--- src/design/bpc_pkg.sv ---
// Shared widths, register indexes and pipeline control type for the
// barometric compensation core. No dependencies.
package bpc_pkg;

    localparam int RAW_W   = 24;
    localparam int COEF_W  = 16;
    localparam int IDX_W   = 3;
    localparam int DT_W    = RAW_W + 1;
    localparam int PROD_W  = DT_W + COEF_W + 1;
    localparam int T1_W    = 18;
    localparam int TC_W    = T1_W + 1;
    localparam int SQ_W    = 2 * TC_W;
    localparam int OFF_W   = 41;
    localparam int SENS_W  = 41;
    localparam int TEMP_W  = 19;
    localparam int P_W     = 32;

    localparam int OFF_SHIFT  = 7;
    localparam int SENS_SHIFT = 8;
    localparam int TEMP_SHIFT = 23;
    localparam int C2_SHIFT   = 16;
    localparam int C1_SHIFT   = 15;
    localparam int C5_SHIFT   = 8;
    localparam int MUL_SHIFT  = 21;
    localparam int P_SHIFT    = 15;

    // Split of the sensitivity for the final multiplication.
    localparam int SLO_W   = 17;
    localparam int SHI_W   = SENS_W - SLO_W;
    localparam int PLO_W   = RAW_W + SLO_W;
    localparam int PHI_W   = RAW_W + 1 + SHI_W;
    localparam int PROD2_W = PHI_W + SLO_W;
    localparam int Q_W     = PROD2_W - MUL_SHIFT;
    localparam int X_W     = Q_W + 1;

    localparam logic signed [TEMP_W-1:0] TEMP_REF = TEMP_W'(2000);
    // Distance from the reference temperature to the cold threshold.
    localparam logic signed [TC_W-1:0]   COLD_OFS = TC_W'(3500);

    localparam logic [IDX_W-1:0] IDX_C1 = 3'd0;
    localparam logic [IDX_W-1:0] IDX_C2 = 3'd1;
    localparam logic [IDX_W-1:0] IDX_C3 = 3'd2;
    localparam logic [IDX_W-1:0] IDX_C4 = 3'd3;
    localparam logic [IDX_W-1:0] IDX_C5 = 3'd4;
    localparam logic [IDX_W-1:0] IDX_C6 = 3'd5;

    typedef struct packed {
        logic advance;
        logic valid;
    } bpc_ctrl_t;

endpackage

--- src/design/bpc_pressure.sv ---
// Final three pipeline stages: split multiplication of D1 by SENS, offset
// subtraction and scaling to pascal. Depends on bpc_pkg.
module bpc_pressure import bpc_pkg::*; (
    input  logic                     aclk,
    input  logic                     aresetn,
    input  bpc_ctrl_t                ctrl,
    input  logic [RAW_W-1:0]         d1,
    input  logic signed [SENS_W-1:0] sens,
    input  logic signed [OFF_W-1:0]  off,
    input  logic signed [TEMP_W-1:0] temp,
    output logic                     out_valid,
    output logic signed [TEMP_W-1:0] out_temp,
    output logic signed [P_W-1:0]    out_pressure
);

    logic                     va_reg, vb_reg, vc_reg;
    logic [PLO_W-1:0]         plo_reg;
    logic signed [PHI_W-1:0]  phi_reg;
    logic signed [OFF_W-1:0]  offa_reg;
    logic signed [TEMP_W-1:0] tempa_reg, tempb_reg, tempc_reg;
    logic signed [X_W-1:0]    x_reg;
    logic signed [P_W-1:0]    p_reg;

    logic [PLO_W-1:0]          plo_next;
    logic signed [PHI_W-1:0]   phi_next;
    logic signed [PROD2_W-1:0] prod;
    logic signed [X_W-1:0]     x_next;
    logic signed [P_W-1:0]     p_next;

    always_comb begin
        plo_next = PLO_W'(d1) * PLO_W'(sens[SLO_W-1:0]);
        phi_next = $signed({1'b0, d1}) * $signed(sens[SENS_W-1:SLO_W]);
        prod = $signed({phi_reg, {SLO_W{1'b0}}})
             + $signed({{(PROD2_W-PLO_W){1'b0}}, plo_reg});
        x_next = $signed({prod[PROD2_W-1], prod[PROD2_W-1:MUL_SHIFT]})
               - $signed({{(X_W-OFF_W){offa_reg[OFF_W-1]}}, offa_reg});
        // The bounds on D1 and SENS keep P well inside 32 bits, so the
        // sign-extended scaled value equals the saturated result.
        p_next = $signed({{(P_W-X_W+P_SHIFT){x_reg[X_W-1]}}, x_reg[X_W-1:P_SHIFT]});
    end

    always_ff @(posedge aclk) begin
        if (!aresetn) begin
            va_reg <= 1'b0;
            vb_reg <= 1'b0;
            vc_reg <= 1'b0;
        end else if (ctrl.advance) begin
            va_reg <= ctrl.valid;
            vb_reg <= va_reg;
            vc_reg <= vb_reg;
        end
    end

    always_ff @(posedge aclk) begin
        if (ctrl.advance) begin
            plo_reg   <= plo_next;
            phi_reg   <= phi_next;
            offa_reg  <= off;
            tempa_reg <= temp;
            x_reg     <= x_next;
            tempb_reg <= tempa_reg;
            p_reg     <= p_next;
            tempc_reg <= tempb_reg;
        end
    end

    assign out_valid    = vc_reg;
    assign out_temp     = tempc_reg;
    assign out_pressure = p_reg;

endmodule

--- config.mk ---
export PLATFORM = sky130hd
export DESIGN_NAME = bpc_pressure
export DESIGN_NICKNAME = d
export VERILOG_FILES = /design/src/design/bpc_pkg.sv /design/src/design/bpc_pressure.sv
export SDC_FILE = /design/constraint.sdc
export NUM_CORES = 2
export LEC_CHECK = 0
export BUFFER_PORTS_ARGS = -buffer_cell sky130_fd_sc_hd__buf_2
export CAP_MARGIN = 10
export CORE_MARGIN = 8
export CORE_UTILIZATION = 50
export CTS_BUF_LIST = sky130_fd_sc_hd__clkbuf_2 sky130_fd_sc_hd__clkbuf_4 sky130_fd_sc_hd__clkbuf_8
export DETAILED_ROUTE_END_ITERATION = 10
export PLACE_DENSITY = 0.67
export SLEW_MARGIN = 20
export SYNTH_ARGS = -nofsm -noshare
export SYNTH_HDL_FRONTEND = slang
export SYNTH_SLANG_ARGS = --single-unit
--- constraint.sdc ---
create_clock -name aclk -period 11.9 [get_ports aclk]
set_input_delay 0.595 -clock aclk [delete_from_list [all_inputs] [get_ports aclk]]
set_output_delay 0.595 -clock aclk [all_outputs]
set_load 0.02 [all_outputs]
==> results.py <==
metrics = {
    "hold_path": {
        "hold_path.startpoint": "off[0]",
        "hp-class": "in -> reg",
    },
    "synth": {
        "synth.distinct_cells": 75,
        "mappedNetlistNets": 5644,
        "ys_seq_area_frac": 0.167,
        "syn_inst": 4324,
        "synth_seq_cells": 236,
        "ys.flop_type": "edfxtp_1",
        "synth_edf_count": 233,
        "synth_area_mm2": 0.0422,
        "avgSynthCellArea_um2": 9.76,
        "yosysWarnings": 0,
        "async_reset_ff_frac": 0,
    },
    "timing": {
        "slew_headroom": 0.293,
        "worst_slack_ps": 4140,
        "post-route-min-period_ps": 7760,
        "setup_tns_ps": 0,
        "fin_crit_sh": 0.652,
        "final-setup-viol-count": 0,
        "tightest_slew_ps": 1050,
        "finClkSkew_ps": 65.5,
        "fmax_mhz": 129,
        "rsz0062_at_grt": "no",
        "hold_viol": 0,
        "maxSlewViolCount": 0,
    },
    "die": {
        "rows": 106,
        "initial_core_util": 0.505,
        "die_h_um": 306,
        "io_pins": 181,
        "core_area_mm2": 0.0836,
        "dieWidth_um": 306,
        "dieArea_mm2": 0.0939,
    },
    "clocking": {
        "numCtsBuffers": 43,
        "cts_setup_buffers": 0,
        "hold_buffers": 0,
        "h-tree-depth": 2,
        "clock_latency_ps": 650,
        "clkTransAtPathRegs_ps": 60,
        "cts_resized": 0,
        "clockRootBuffer": "clkbuf_8",
        "cts_buffer_depth": 3,
        "cts_tree": "done",
        "cts.sinks": 236,
    },
    "global_routing": {
        "grt_pass1_vias": 31644,
        "grt_remaining_overflow": 0,
        "grt_usage": 0.223,
        "grt_pass1_wl_um": 167000,
        "grt_max_degree": 97,
        "antenna_found_initial": 4,
    },
    "critical_path": {
        "cp-startpoint": "d1[16]",
        "reg2reg_from": "plo_reg[24]",
        "crit_fanout": 27,
        "path_class": "in -> reg",
        "start_kind": "primary input",
        "required_ps": 12250,
        "arrival_ps": 8110,
        "crit_path_end_kind": "flop",
    },
    "outcome": {
        "status": "completed",
    },
    "detailed_routing": {
        "drt_iter0_drc": 1469,
        "wl_per_cell_um": 18.7,
        "dr.pass1.iters": 7,
        "drt_wl_total_um": 103000,
        "drc": 0,
        "vias": 29202,
        "ant_nets": 0,
        "viasPerCell": 5.31,
    },
    "placement": {
        "gp_routability_congestion": 0.880,
        "post-place-ws_ps": 3580,
        "io_buffer_count": 180,
        "hpwl_um": 79300,
        "dpl.cell_count": 5416,
    },
    "finish": {
        "layout_common_cells": "inv_1, fa_1, nand2_1, and2_1, ha_1",
        "multi_input_area_mm2": 0.0308,
        "final_cells": 5495,
        "synthToLayoutAreaGrowth_pct": 6.38,
        "drive_gt1_frac": 0.0696,
        "ff_latch_area_mm2": 0.00706,
        "nFillCells": 7588,
        "final_nets": 5701,
        "layout_commonest_cell": "inv_1",
        "largest_reg_flops": 49,
    },
    "job": {
        "drv_cap": 0,
    },
}
-- Yosys cell counts, drive strengths merged (18+ instances only) --
master  count  share of area
a21o       78          0.014
a21oi      97          0.012
and2      418          0.062
and3       18         0.0027
clkbuf    188          0.017
edfxtp    233           0.17
fa        809           0.38
ha        382           0.11
inv       961          0.086
nand2     612          0.054
nand2b     21         0.0031
nand3      38         0.0050
nand4      23         0.0034
nor2       60         0.0053
nor2b      29         0.0043
o21ai      45         0.0056
xnor2      94          0.020
xor2       41         0.0087
-- per-stage QoR --
stage	hold WS [ps]	instance area, µm²	util
finish	127	44900	0.537
global route	94.2	44900	0.537
CTS	60.1	44900	0.537
detailed placement	405	43900	0.525
global placement	401	43900	0.525
floorplan	400	42200	-
-- critical path, stage by stage --
cell	delay [ps]
buf_2	320
buf_4	420
and2_1	220
fa_1	390
inv_1	90
fa_1	440
fa_1	550
inv_1	50
fa_1	500
inv_1	50
fa_1	530
inv_1	50
fa_1	470
inv_1	50
fa_1	470
inv_1	40
ha_1	360
a21oi_1	210
o21ai_0	150
nor2b_1	150
o41ai_1	900
nand4_1	340
nand2_1	230
a311oi_1	160
a211oi_1	280
xnor2_1	90
-- per-layer routing --
| layer | track usage | share of wire | vias to the layer above |
|---|---|---|---|
| li1 | - | - | 13257 |
| met1 | 0.294 | 0.43 | 14981 |
| met2 | 0.388 | 0.50 | 813 |
| met3 | 0.0298 | 0.054 | 147 |
| met4 | 0.0567 | 0.024 | 4 |
| met5 | 0 | 0.00024 | - |
-- cell families (layout without fill, tap and decap cells) --
family / count (synthesis) / after routing / share of synthesized area
compound gates: 341 / 341 / 0.0555
flops: 236 / 236 / 0.167
simple gates: 1259 / 1259 / 0.147
other cells: 0 / 1 / 0
mux: 7 / 7 / 0.00166
buf+inv: 1155 / 1245 / 0.103
xor+xnor: 135 / 135 / 0.0282
fa+ha+maj: 1191 / 1191 / 0.497
-- final timing paths --
kind	end	slack [ps]	cells after the start
worst max-delay path	phi_reg[47]	4140	26
worst max register to register	x_reg[44]	6070	19
worst min register to register	out_pressure[30]	410	0
worst min-delay path	offa_reg[0]	130	1
-- layout make-up --
class	instances	share of cell area
clock buffers	61	0.0163
well taps	1080	0.0301
inverters	961	0.0804
multi-input cells	2933	0.686
clock inverters	17	0.00547
flip-flops and latches	236	0.157
diodes	1	0.0000558
repair buffers	206	0.0246
Power is left out: the tool's default activity adds up to more than one toggle a clock period on the data nets, which glitch-free logic cannot reach.
